**src/rtl/core/aging_page_replacement_defines.svh**
```systemverilog
// ----------------------------------------------------------------------------
// aging_page_replacement_defines.svh
// Assertion macros used by apr_ctrl in the aging page replacement RTL.
// ----------------------------------------------------------------------------
`ifndef AGING_PAGE_REPLACEMENT_DEFINES_SVH
`define AGING_PAGE_REPLACEMENT_DEFINES_SVH

// Property must hold on every clock edge outside reset.
`define APR_ASSERT(name, clk, rst, prop, msg) \
   name: assert property (@(posedge clk) disable iff (rst) (prop)) else $error(msg);

// Condition must never be seen outside reset.
`define APR_NEVER(name, clk, rst, cond, msg) \
   name: assert property (@(posedge clk) disable iff (rst) !(cond)) else $error(msg);

`endif

```
**src/rtl/core/apr_pkg.sv**
```systemverilog
// ----------------------------------------------------------------------------
// apr_pkg
// Fixed field widths and controller state type for aging page replacement.
// ----------------------------------------------------------------------------
`default_nettype none

package apr_pkg;

   localparam int PAGE_W  = 8;
   localparam int FRAME_W = 3;

   typedef enum logic [0:0] {
      ST_IDLE = 1'b0,
      ST_SCAN = 1'b1
   } state_type;

endpackage

`default_nettype wire

```
**src/rtl/core/aging_page_replacement.sv**
```systemverilog
// ----------------------------------------------------------------------------
// aging_page_replacement
// Aging page replacement over NUM_FRAMES page frames. Each accepted page
// access travels down a chain of frame cells, one cell per cycle, collecting
// the hit frame, the highest empty frame and the oldest frame on its way;
// once it has left the last cell and the output register is free or
// draining, the chosen frame is written and all age counters take their
// aging tick together. The next access is taken right after the update.
// The result sits in an output register, so a stalled result does not
// block the next access, only the commit of that access. Page zero leaves
// the frames untouched, still ages them, and returns all-zero fields.
// ----------------------------------------------------------------------------
`default_nettype none

module aging_page_replacement #(
   parameter int NUM_FRAMES = 8,
   parameter int AGE_BITS   = 8
) (
   input  wire logic        clock,
   input  wire logic        reset,
   input  wire logic        req_valid,
   output logic             req_stall,
   input  wire logic [7:0]  req_page,
   output logic             rsp_valid,
   input  wire logic        rsp_stall,
   output logic             rsp_hit,
   output logic             rsp_fault,
   output logic [2:0]       rsp_frame,
   output logic             rsp_evicted_valid,
   output logic [7:0]       rsp_evicted_page
);

   localparam int IDX_W = $clog2(NUM_FRAMES);
   localparam int TOK_W = apr_pkg::PAGE_W*2 + AGE_BITS + 3*IDX_W + 4;
   localparam int UPD_W = apr_pkg::PAGE_W + IDX_W + 4;

   logic [TOK_W-1:0] tok [NUM_FRAMES+1];
   logic [UPD_W-1:0] upd;

   apr_ctrl #(
      .NUM_FRAMES (NUM_FRAMES),
      .AGE_BITS   (AGE_BITS)
   ) u_ctrl (
      .clock             (clock),
      .reset             (reset),
      .req_valid         (req_valid),
      .req_stall         (req_stall),
      .req_page          (req_page),
      .rsp_valid         (rsp_valid),
      .rsp_stall         (rsp_stall),
      .rsp_hit           (rsp_hit),
      .rsp_fault         (rsp_fault),
      .rsp_frame         (rsp_frame),
      .rsp_evicted_valid (rsp_evicted_valid),
      .rsp_evicted_page  (rsp_evicted_page),
      .tok_first         (tok[0]),
      .tok_last          (tok[NUM_FRAMES]),
      .upd               (upd)
   );

   for (genvar i = 0; i < NUM_FRAMES; i++) begin : g_cell
      apr_cell #(
         .NUM_FRAMES (NUM_FRAMES),
         .AGE_BITS   (AGE_BITS),
         .INDEX      (i)
      ) u_cell (
         .clock   (clock),
         .reset   (reset),
         .tok_in  (tok[i]),
         .tok_out (tok[i+1]),
         .upd     (upd)
      );
   end

endmodule

`default_nettype wire

```
**src/rtl/core/apr_cell.sv**
```systemverilog
// ----------------------------------------------------------------------------
// apr_cell
// One page frame: holds its page and age counter, folds its own entry into
// the search record passing by, and applies the update plus aging tick.
// ----------------------------------------------------------------------------
`default_nettype none

module apr_cell #(
   parameter int NUM_FRAMES = 8,
   parameter int AGE_BITS   = 8,
   parameter int INDEX      = 0
) (
   input  wire logic clock,
   input  wire logic reset,
   input  wire logic [apr_pkg::PAGE_W*2+AGE_BITS+3*$clog2(NUM_FRAMES)+3:0] tok_in,
   output wire logic [apr_pkg::PAGE_W*2+AGE_BITS+3*$clog2(NUM_FRAMES)+3:0] tok_out,
   input  wire logic [apr_pkg::PAGE_W+$clog2(NUM_FRAMES)+3:0]             upd
);

   localparam int IDX_W = $clog2(NUM_FRAMES);
   localparam logic [IDX_W-1:0] MY_IDX = IDX_W'(INDEX);

   typedef struct packed {
      logic                      valid;
      logic [apr_pkg::PAGE_W-1:0] page;
      logic                      hit;
      logic [IDX_W-1:0]          hit_idx;
      logic                      empty;
      logic [IDX_W-1:0]          empty_idx;
      logic                      old;
      logic [AGE_BITS-1:0]       old_age;
      logic [IDX_W-1:0]          old_idx;
      logic [apr_pkg::PAGE_W-1:0] old_page;
   } tok_type;

   typedef struct packed {
      logic                      shift;
      logic                      commit;
      logic                      fill;
      logic                      mark;
      logic [IDX_W-1:0]          target;
      logic [apr_pkg::PAGE_W-1:0] page;
   } upd_type;

   tok_type                    tok_cur;
   tok_type                    tok_in_w;
   tok_type                    tok_ff;
   upd_type                    ctl;
   logic [apr_pkg::PAGE_W-1:0] page_ff;
   logic [apr_pkg::PAGE_W-1:0] page_in;
   logic [AGE_BITS-1:0]        age_ff;
   logic [AGE_BITS-1:0]        age_in;
   logic [AGE_BITS-1:0]        age_base;
   logic                       sel;
   logic                       ref_now;

   assign tok_cur = tok_in;
   assign ctl     = upd;
   assign tok_out = tok_ff;

   // Empty frames take no part in the hit or oldest search.
   always_comb begin
      tok_in_w = tok_cur;
      if (page_ff == '0) begin
         tok_in_w.empty     = 1'b1;
         tok_in_w.empty_idx = MY_IDX;
      end else begin
         if (!tok_cur.old || (age_ff < tok_cur.old_age)) begin
            tok_in_w.old      = 1'b1;
            tok_in_w.old_age  = age_ff;
            tok_in_w.old_idx  = MY_IDX;
            tok_in_w.old_page = page_ff;
         end
         if (page_ff == tok_cur.page) begin
            tok_in_w.hit     = 1'b1;
            tok_in_w.hit_idx = MY_IDX;
         end
      end
   end

   // The referenced bit lives only inside one access: set and shifted in
   // during the same commit, so it is always clear between accesses.
   always_comb begin
      sel      = (ctl.target == MY_IDX);
      ref_now  = ctl.mark & sel;
      age_base = (ctl.fill && sel) ? '0 : age_ff;
      age_in   = {ref_now, age_base[AGE_BITS-1:1]};
      page_in  = (ctl.fill && sel) ? ctl.page : page_ff;
   end

   always_ff @(posedge clock) begin
      if (reset) begin
         page_ff      <= '0;
         age_ff       <= '0;
         tok_ff.valid <= 1'b0;
      end else begin
         if (ctl.commit) begin
            page_ff <= page_in;
            age_ff  <= age_in;
         end
         if (ctl.shift) begin
            tok_ff.valid <= tok_in_w.valid;
         end
      end
      if (ctl.shift) begin
         tok_ff.page      <= tok_in_w.page;
         tok_ff.hit       <= tok_in_w.hit;
         tok_ff.hit_idx   <= tok_in_w.hit_idx;
         tok_ff.empty     <= tok_in_w.empty;
         tok_ff.empty_idx <= tok_in_w.empty_idx;
         tok_ff.old       <= tok_in_w.old;
         tok_ff.old_age   <= tok_in_w.old_age;
         tok_ff.old_idx   <= tok_in_w.old_idx;
         tok_ff.old_page  <= tok_in_w.old_page;
      end
   end

endmodule

`default_nettype wire

```
**src/rtl/core/apr_ctrl.sv**
```systemverilog
// ----------------------------------------------------------------------------
// apr_ctrl
// Launches a search record into the frame chain, turns the finished record
// into a frame update, and holds the result in the output register.
// ----------------------------------------------------------------------------
`default_nettype none

`include "aging_page_replacement_defines.svh"

module apr_ctrl #(
   parameter int NUM_FRAMES = 8,
   parameter int AGE_BITS   = 8
) (
   input  wire logic clock,
   input  wire logic reset,
   input  wire logic                        req_valid,
   output logic                             req_stall,
   input  wire logic [apr_pkg::PAGE_W-1:0]  req_page,
   output logic                             rsp_valid,
   input  wire logic                        rsp_stall,
   output logic                             rsp_hit,
   output logic                             rsp_fault,
   output logic [apr_pkg::FRAME_W-1:0]      rsp_frame,
   output logic                             rsp_evicted_valid,
   output logic [apr_pkg::PAGE_W-1:0]       rsp_evicted_page,
   output logic [apr_pkg::PAGE_W*2+AGE_BITS+3*$clog2(NUM_FRAMES)+3:0] tok_first,
   input  wire logic [apr_pkg::PAGE_W*2+AGE_BITS+3*$clog2(NUM_FRAMES)+3:0] tok_last,
   output logic [apr_pkg::PAGE_W+$clog2(NUM_FRAMES)+3:0]             upd
);

   localparam int IDX_W = $clog2(NUM_FRAMES);
   localparam int EXT_W = (IDX_W > apr_pkg::FRAME_W) ? IDX_W : apr_pkg::FRAME_W;

   typedef struct packed {
      logic                      valid;
      logic [apr_pkg::PAGE_W-1:0] page;
      logic                      hit;
      logic [IDX_W-1:0]          hit_idx;
      logic                      empty;
      logic [IDX_W-1:0]          empty_idx;
      logic                      old;
      logic [AGE_BITS-1:0]       old_age;
      logic [IDX_W-1:0]          old_idx;
      logic [apr_pkg::PAGE_W-1:0] old_page;
   } tok_type;

   typedef struct packed {
      logic                      shift;
      logic                      commit;
      logic                      fill;
      logic                      mark;
      logic [IDX_W-1:0]          target;
      logic [apr_pkg::PAGE_W-1:0] page;
   } upd_type;

   apr_pkg::state_type          state_ff;
   apr_pkg::state_type          state_in;
   tok_type                     tok_start;
   tok_type                     tok_end;
   upd_type                     ctl;
   logic                        accept;
   logic                        commit;
   logic                        busy_page;
   logic [EXT_W-1:0]            tgt_ext;
   logic                        rsp_valid_ff;
   logic                        rsp_hit_ff;
   logic                        rsp_fault_ff;
   logic [apr_pkg::FRAME_W-1:0] rsp_frame_ff;
   logic                        rsp_ev_ff;
   logic [apr_pkg::PAGE_W-1:0]  rsp_evp_ff;
   logic                        rsp_hit_in;
   logic                        rsp_fault_in;
   logic [apr_pkg::FRAME_W-1:0] rsp_frame_in;
   logic                        rsp_ev_in;
   logic [apr_pkg::PAGE_W-1:0]  rsp_evp_in;

   assign tok_end   = tok_last;
   assign tok_first = tok_start;
   assign upd       = ctl;

   assign req_stall = (state_ff != apr_pkg::ST_IDLE);
   assign accept    = req_valid && !req_stall;
   // Retire the record once the output register is free or draining.
   assign commit    = (state_ff == apr_pkg::ST_SCAN) && tok_end.valid &&
                      (!rsp_valid_ff || !rsp_stall);
   assign busy_page = (tok_end.page != '0);

   always_comb begin
      tok_start       = '0;
      tok_start.valid = accept;
      tok_start.page  = req_page;
   end

   // Next state.
   always_comb begin
      state_in = state_ff;
      unique case (state_ff)
         apr_pkg::ST_IDLE: if (accept) state_in = apr_pkg::ST_SCAN;
         apr_pkg::ST_SCAN: if (commit) state_in = apr_pkg::ST_IDLE;
         default:          state_in = apr_pkg::ST_IDLE;
      endcase
   end

   // Frame update and result decode.
   always_comb begin
      ctl          = '0;
      ctl.shift    = !(tok_end.valid && !commit);
      ctl.commit   = commit;
      ctl.page     = tok_end.page;
      rsp_hit_in   = 1'b0;
      rsp_fault_in = 1'b0;
      rsp_ev_in    = 1'b0;
      rsp_evp_in   = '0;
      if (busy_page) begin
         ctl.mark = 1'b1;
         if (tok_end.hit) begin
            ctl.target = tok_end.hit_idx;
            rsp_hit_in = 1'b1;
         end else if (tok_end.empty) begin
            ctl.fill     = 1'b1;
            ctl.target   = tok_end.empty_idx;
            rsp_fault_in = 1'b1;
         end else begin
            ctl.fill     = 1'b1;
            ctl.target   = tok_end.old_idx;
            rsp_fault_in = 1'b1;
            rsp_ev_in    = 1'b1;
            rsp_evp_in   = tok_end.old_page;
         end
      end
      tgt_ext      = EXT_W'(ctl.target);
      rsp_frame_in = tgt_ext[apr_pkg::FRAME_W-1:0];
   end

   always_ff @(posedge clock) begin
      if (reset) begin
         state_ff     <= apr_pkg::ST_IDLE;
         rsp_valid_ff <= 1'b0;
      end else begin
         state_ff <= state_in;
         if (commit) begin
            rsp_valid_ff <= 1'b1;
         end else if (!rsp_stall) begin
            rsp_valid_ff <= 1'b0;
         end
      end
   end

   always_ff @(posedge clock) begin
      if (commit) begin
         rsp_hit_ff   <= rsp_hit_in;
         rsp_fault_ff <= rsp_fault_in;
         rsp_frame_ff <= rsp_frame_in;
         rsp_ev_ff    <= rsp_ev_in;
         rsp_evp_ff   <= rsp_evp_in;
      end
   end

   assign rsp_valid         = rsp_valid_ff;
   assign rsp_hit           = rsp_hit_ff;
   assign rsp_fault         = rsp_fault_ff;
   assign rsp_frame         = rsp_frame_ff;
   assign rsp_evicted_valid = rsp_ev_ff;
   assign rsp_evicted_page  = rsp_evp_ff;

   `APR_NEVER(a_hit_and_fault, clock, reset, rsp_valid_ff && rsp_hit_ff && rsp_fault_ff, "hit and fault together")
   `APR_ASSERT(a_evict_needs_fault, clock, reset, rsp_valid_ff && rsp_ev_ff |-> rsp_fault_ff, "eviction without fault")
   `APR_ASSERT(a_evict_page_nonzero, clock, reset, rsp_valid_ff |-> (rsp_ev_ff == (rsp_evp_ff != '0)), "evicted page mismatch")
   `APR_ASSERT(a_record_only_in_scan, clock, reset, tok_end.valid |-> (state_ff == apr_pkg::ST_SCAN), "search record outside scan")

endmodule

`default_nettype wire

```
**config.mk**
```make
export PLATFORM = sky130hd
export DESIGN_NAME = aging_page_replacement
export DESIGN_NICKNAME = d
export VERILOG_FILES = /design/src/rtl/core/apr_pkg.sv /design/src/rtl/core/aging_page_replacement.sv /design/src/rtl/core/apr_cell.sv /design/src/rtl/core/apr_ctrl.sv
export VERILOG_INCLUDE_DIRS = /design/src /design/src/rtl/core
export SDC_FILE = /design/constraint.sdc
export NUM_CORES = 1
export LEC_CHECK = 0
export ABC_CLOCK_PERIOD_IN_PS = 7900
export BUFFER_PORTS_ARGS = -buffer_cell sky130_fd_sc_hd__buf_4
export CAP_MARGIN = 40
export CORE_UTILIZATION = 36
export DETAILED_ROUTE_END_ITERATION = 7
export GPL_ROUTABILITY_DRIVEN = 0
export GPL_TIMING_DRIVEN = 0
export MAX_ROUTING_LAYER = met4
export SETUP_SLACK_MARGIN = 0.1
export SKIP_LAST_GASP = 1
export SYNTH_ARGS = -nofsm -noshare
export SYNTH_HDL_FRONTEND = slang
export SYNTH_SLANG_ARGS = --single-unit
export TNS_END_PERCENT = 10
```
**constraint.sdc**
```tcl
create_clock -name clock -period 7.9 [get_ports clock]
set_clock_uncertainty 0.05 [all_clocks]
set_input_delay 0 -clock clock [delete_from_list [all_inputs] [get_ports clock]]
set_output_delay 0 -clock clock [all_outputs]
set_load 0.05 [all_outputs]
```
# Yosys cells after proc, flatten, opt, wreduce, memory -nomap -nowiden
# Index checks and enable logic that the tools add are counted.
# word_totals
regBits	431
input_bits	12
output_inout_bits	16
wordCells	235
# classes
n_lt_le_gt_ge	7
eq_ne	16
mux	50
bitwise	10
n_reduce_logical	51
# ops
operator	count
$mux W20	13
$eq A8 B8 Y1	8
$logic_not A8 Y1	8
$mux W4	16
$mux W8	8
$lt A8 B8 Y1	7
$mux W11	2
$reduce_and A2 Y1	8
$eq A3 B3 Y1 const B	4
$logic_and A1 B1 Y1	12
$logic_not A1 Y1	11
$and A1 B1 Y1	8
$logic_or A1 B1 Y1	8
$reduce_bool A8 Y1	1
$mux W1	7
$eq A3 B2 Y1 const B	2
$mux W3	2
$mux W5	1
$eq A3 B1 Y1 const B	1
$logic_not A3 Y1	1
$reduce_or A3 Y1	1
$ne A2 B1 Y1 const B	1
$not A1 Y1	2
$pmux W1 S2	1
$reduce_or A2 Y1	1

# Longest topological paths before layout
# logic_depth
depth_word	6
mapped_depth	9
mapped_depth_nobuf	8

# Hierarchy
# From an unflattened synthesis, not the netlist that was laid out.
# hier_totals
cells_unflattened	1420
hier_area_um2	19497.4
# by_module_without_submodules
mod	n_inst	cells_each	area_per_inst_um2	seq_area_each_um2
apr_cell at g_cell[1].u_cell ...	3	165	2303.5	1421.4
apr_cell at g_cell[5].u_cell ...	2	165	2304.7	1421.4
apr_cell at g_cell[3].u_cell	1	166	2317.2	1421.4
apr_cell at g_cell[7].u_cell	1	165	2302.2	1421.4
apr_cell at g_cell[0].u_cell	1	165	2301.0	1421.4
apr_ctrl	1	99	1057.3	460.4

# Worst setup path after synthesis
# OpenSTA, ideal clock, no wires.
# synth_timing
path_kind	reg-to-reg
from	register u_ctrl.state_ff, in the netlist u_ctrl.req_stall
to	register g_cell[0].u_cell.tok_ff (netlist bit g_cell[0].u_cell.tok_out[0]), enable pin
setup_time_ns	0.612
arrival_ns	6.469
required_ns	7.238
path_slack_ns	0.769
path_stages_with_launch	5
n_path_buf	1
period_less_slack_ns	7.131
path_cell_list	dfxtp_1 nand3_1 and2_1 clkbuf_1 inv_1
# synth_via
elab_chain_cells	4
# synth_rtl
item	line	source
start, declared	apr_ctrl.sv:56	apr_pkg::state_type state_ff;
start signal, assigned	apr_ctrl.sv:137	state_ff <= apr_pkg::ST_IDLE;
start signal, assigned	apr_ctrl.sv:140	state_ff <= state_in;
$logic_and A1 B1 Y1 (2 in a row)	apr_ctrl.sv:84	assign commit = (state_ff == apr_pkg::ST_SCAN) && tok_end.valid &&
$logic_not A1 Y1	apr_ctrl.sv:107	ctl.shift = !(tok_end.valid && !commit);
$logic_and A1 B1 Y1	apr_ctrl.sv:107	
end, declared	apr_cell.sv:47	tok_type tok_ff;
# No other way between the ends.
# A chain may end at the register's enable or synchronous reset.

# Worst setup path after layout
# layout_timing
from	register u_ctrl.state_ff, in the netlist u_ctrl.req_stall
to	register g_cell[0].u_cell.tok_ff (netlist bit g_cell[0].u_cell.tok_out[14]), enable pin
# The elaborated chain is that of the path after synthesis.

==> reports/summary.txt <==
Status = finished clean
Vias = 9700
Post-CTS resize count = 0
Critical path's slowest cell = buf_16
Post-synthesis instance total = 1255
Slew Limit Fails = 0
# hold bufs at CTS = 10
Initial antenna violation count = 0
Ys Warns = 0
Core area = 0.0465 mm2
1st-iter DRT viols = 578
Root buf cell = clkbuf_16
P&R area growth vs syn = 14.5%
Post-synthesis adder-cell area fraction = 0.0363
Routed WL per cell = 17.1 um
Hpwl dp = 23900 um
Crit path largest cell delay = 510 ps
Pin count of the biggest net entering global routing = 133
Critical Path End Type = flip-flop
F_max = 0.331 GHz
Largest family of logic cells by synthesized area = compound AO/OA/AOI/OAI gates
Vias in the first global route = 9937
EDFF count, synth = 272
Fin util = 0.416
IO Pins = 28
Syn nets = 1316
Synth Area in Compound Gates = 0.0936
Fraction of final layout cells sized beyond drive strength 1 = 0.123
CP most frequent cell = buf_16
Number of synthesized register bits = 410
Total Routing Usage GR = 0.148
Die Area = 0.0478 mm2
Routed vias/inst = 4.90
Req. time, crit path = 8030 ps
Longest Clk Path Bufs = 3
Startpoint Class = flip-flop
Die Ht = 219 um
CP max FO = 132
Count of clock tree sinks = 410
Maximum vdd drop = 138 uV
Post-route setup TNS = 0 ps
Final setup fails = 0
Syn Std Cell Area = 0.0169 mm2
MaxCap Viol Count = 0
Mux cell area share after synthesis = 0.0690
Worst-skew pair later-pin latency = 560 ps
DIE WIDTH = 219 um
Hold Slack = 83.3 ps
Row cnt = 79
CTS Buf Count = 43
I/O Buffers = 26
DRT antenna net count = 0
First-pass GRT wire length = 53400 um
Clock-pin slew on the worst setup and hold paths = 60 ps
Minimum clock period = 3020 ps
Unrepaired setup endpoints after global routing = false
Final net count = 1400
Synth Area in Simple Gates = 0.0932
H-tree depth = 2
Period utilization = 0.382
XOR/XNOR Fraction of Synth Area = 0.0332
Hold Crit Class = in -> reg
# diodes = 0
CP cell instances = nand3_1 -> and2_1 -> clkbuf_1 -> inv_8 -> buf_16 -> buf_16
Fillcell total = 4302
Initial Util = 0.364
Mean Syn Cell Area = 13.5 um2
Setup bufs post-CTS = 0
Total gr overflow = 0
Final hold vios = 0
Worst-Margin Slew = 857 ps
Pleak = 7.89 nW
Distinct cells, synth = 61
Post-synth top flop = edfxtp_1
Slew margin rel. = 0.425
TritonCTS clock tree = built
Drt drc = 0
Crit path kind = reg -> reg
Power Density = 224 mW/mm2
Drt total wl = 33800 um
Post-synth ARST share = 0
Sequential fraction of the synthesis area = 0.647
Arrival @ worst endpoint = 3150 ps
TritonRoute pass-1 iters = 5
-- routing by layer --
| layer | global-route usage | wire [um] | up-vias | part of all wire |
|---|---|---|---|---|
| li1 | - | - | 4783 | - |
| met1 | 0.177 | 15000 | 4680 | 0.44 |
| met2 | 0.249 | 16400 | 183 | 0.48 |
| met3 | 0.0253 | 1520 | 54 | 0.045 |
| met4 | 0.0529 | 936 | 0 | 0.028 |
| met5 | - | 0 | - | 0 |
-- cells in the final DEF, fill, tap and decap left out, drive strengths merged, types with 10 or more instances in the layout --
cell and n:
clkbuf 98, xnor2 34, o21ai 21, xor2 30
ha 49, and2 32, mux2 51, nor2 85
inv 67, a21oi 30, mux2i 59, a22o 93
clkinv 14, nand2 61, nand3 18, buf 43
nor4 21, dlygate4sd3 10, dfxtp 138, nand2b 53
edfxtp 272
-- final timing paths --
kind                                              startpoint                      endpoint  slack, ps  cells after the start
worst max-delay path                        u_ctrl.req_stall  g_cell[0].u_cell.tok_out[14]       4880                      6
worst max register to register              u_ctrl.req_stall  g_cell[0].u_cell.tok_out[14]       4880                      6
worst min register to register  g_cell[5].u_cell.tok_out[36]  g_cell[5].u_cell.tok_out[36]        400                      2
worst min-delay path                                   reset   g_cell[1].u_cell.page_ff[0]         80                      3
-- cell families after synthesis --
| group | after synthesis |
|---|---|
| buffers and inverters | 115 |
| adders and majority gates | 49 |
| muxes | 110 |
| AOI/OAI and AO/OA | 203 |
| and+or+nand+nor | 304 |
| DFF | 410 |
| xor gates and xnor gates | 64 |
-- synth_stat cells (all sizes together), types with 3 or more instances --
master	count	area [um2]
edfxtp	272	8170
a22oi	9	77.6
clkbuf	36	135
xor2	30	263
nor2	85	322
or4	7	56.3
o211ai	4	40.0
nor4	21	138
o21bai	4	30.0
and2	32	200
xnor2	34	298
a31oi	5	37.5
buf	14	87.6
mux2i	59	591
nand2b	53	332
a21oi	30	150
ha	49	613
nor3	6	30.0
mux2	51	574
nand3	18	90.1
a2bb2oi	3	26.3
o21ai	21	105
a21o	7	52.6
nand2	61	268
or2	6	37.5
o2111ai	3	26.3
a22o	93	815
inv	64	240
dfxtp	138	2760
a32o	9	90.1
a211oi	4	30.0
nand4	7	43.8
-- layout make-up --
type | instances | area, um2 | share of cell area
timing repair buffer | 39 | 365 | 0.0189
clock buffer | 62 | 1180 | 0.0609
multi-input combinational | 730 | 5490 | 0.284
tap | 607 | 759 | 0.0393
sequential | 410 | 10900 | 0.565
buffer | 50 | 223 | 0.0115
clock inverter | 18 | 139 | 0.00718
inverter | 65 | 251 | 0.0130
-- through the flow --
step                cell area, um2  power, mW  cells  setup WS [ps]
finish                       19300       4.32   1981           4880
global route                 19300       4.46   1981           4660
CTS                          19300       4.37   1981           4840
detailed placement           17900       2.45   1891           4860
global placement             17800       2.45   1888          -1040
floorplan                    16900       2.41   1255            769
-- sequential cells by signal (all words and copies together), names as in the netlist --
signal and count:
u_ctrl.rsp_evicted_page 8, u_ctrl.rsp_valid 1, g_cell.u_cell.page_ff 64, u_ctrl.req_stall 1
g_cell.u_cell.age_ff 64, u_ctrl.rsp_fault 1, g_cell.u_cell.tok_out 266, u_ctrl.rsp_frame 3
u_ctrl.rsp_hit 1, u_ctrl.rsp_evicted_valid 1
-- critical path, delay by kind of cell, from the launching register on --
| family | cells | cell delay [ps] |
|---|---|---|
| buffers and inverters | 4 | 1350 |
| flip-flops | 1 | 390 |
| AND/OR/NAND/NOR | 2 | 680 |
-- where the power goes --
part | switching (mW) | internal (mW) | total [mW]
clock network | 0.810 | 1.10 | 1.91
registers | 0.0173 | 2.30 | 2.32
logic | 0.0591 | 0.0341 | 0.0932
total | 0.887 | 3.44 | 4.32
No activity file was read; power rests on OpenSTA's default activity.
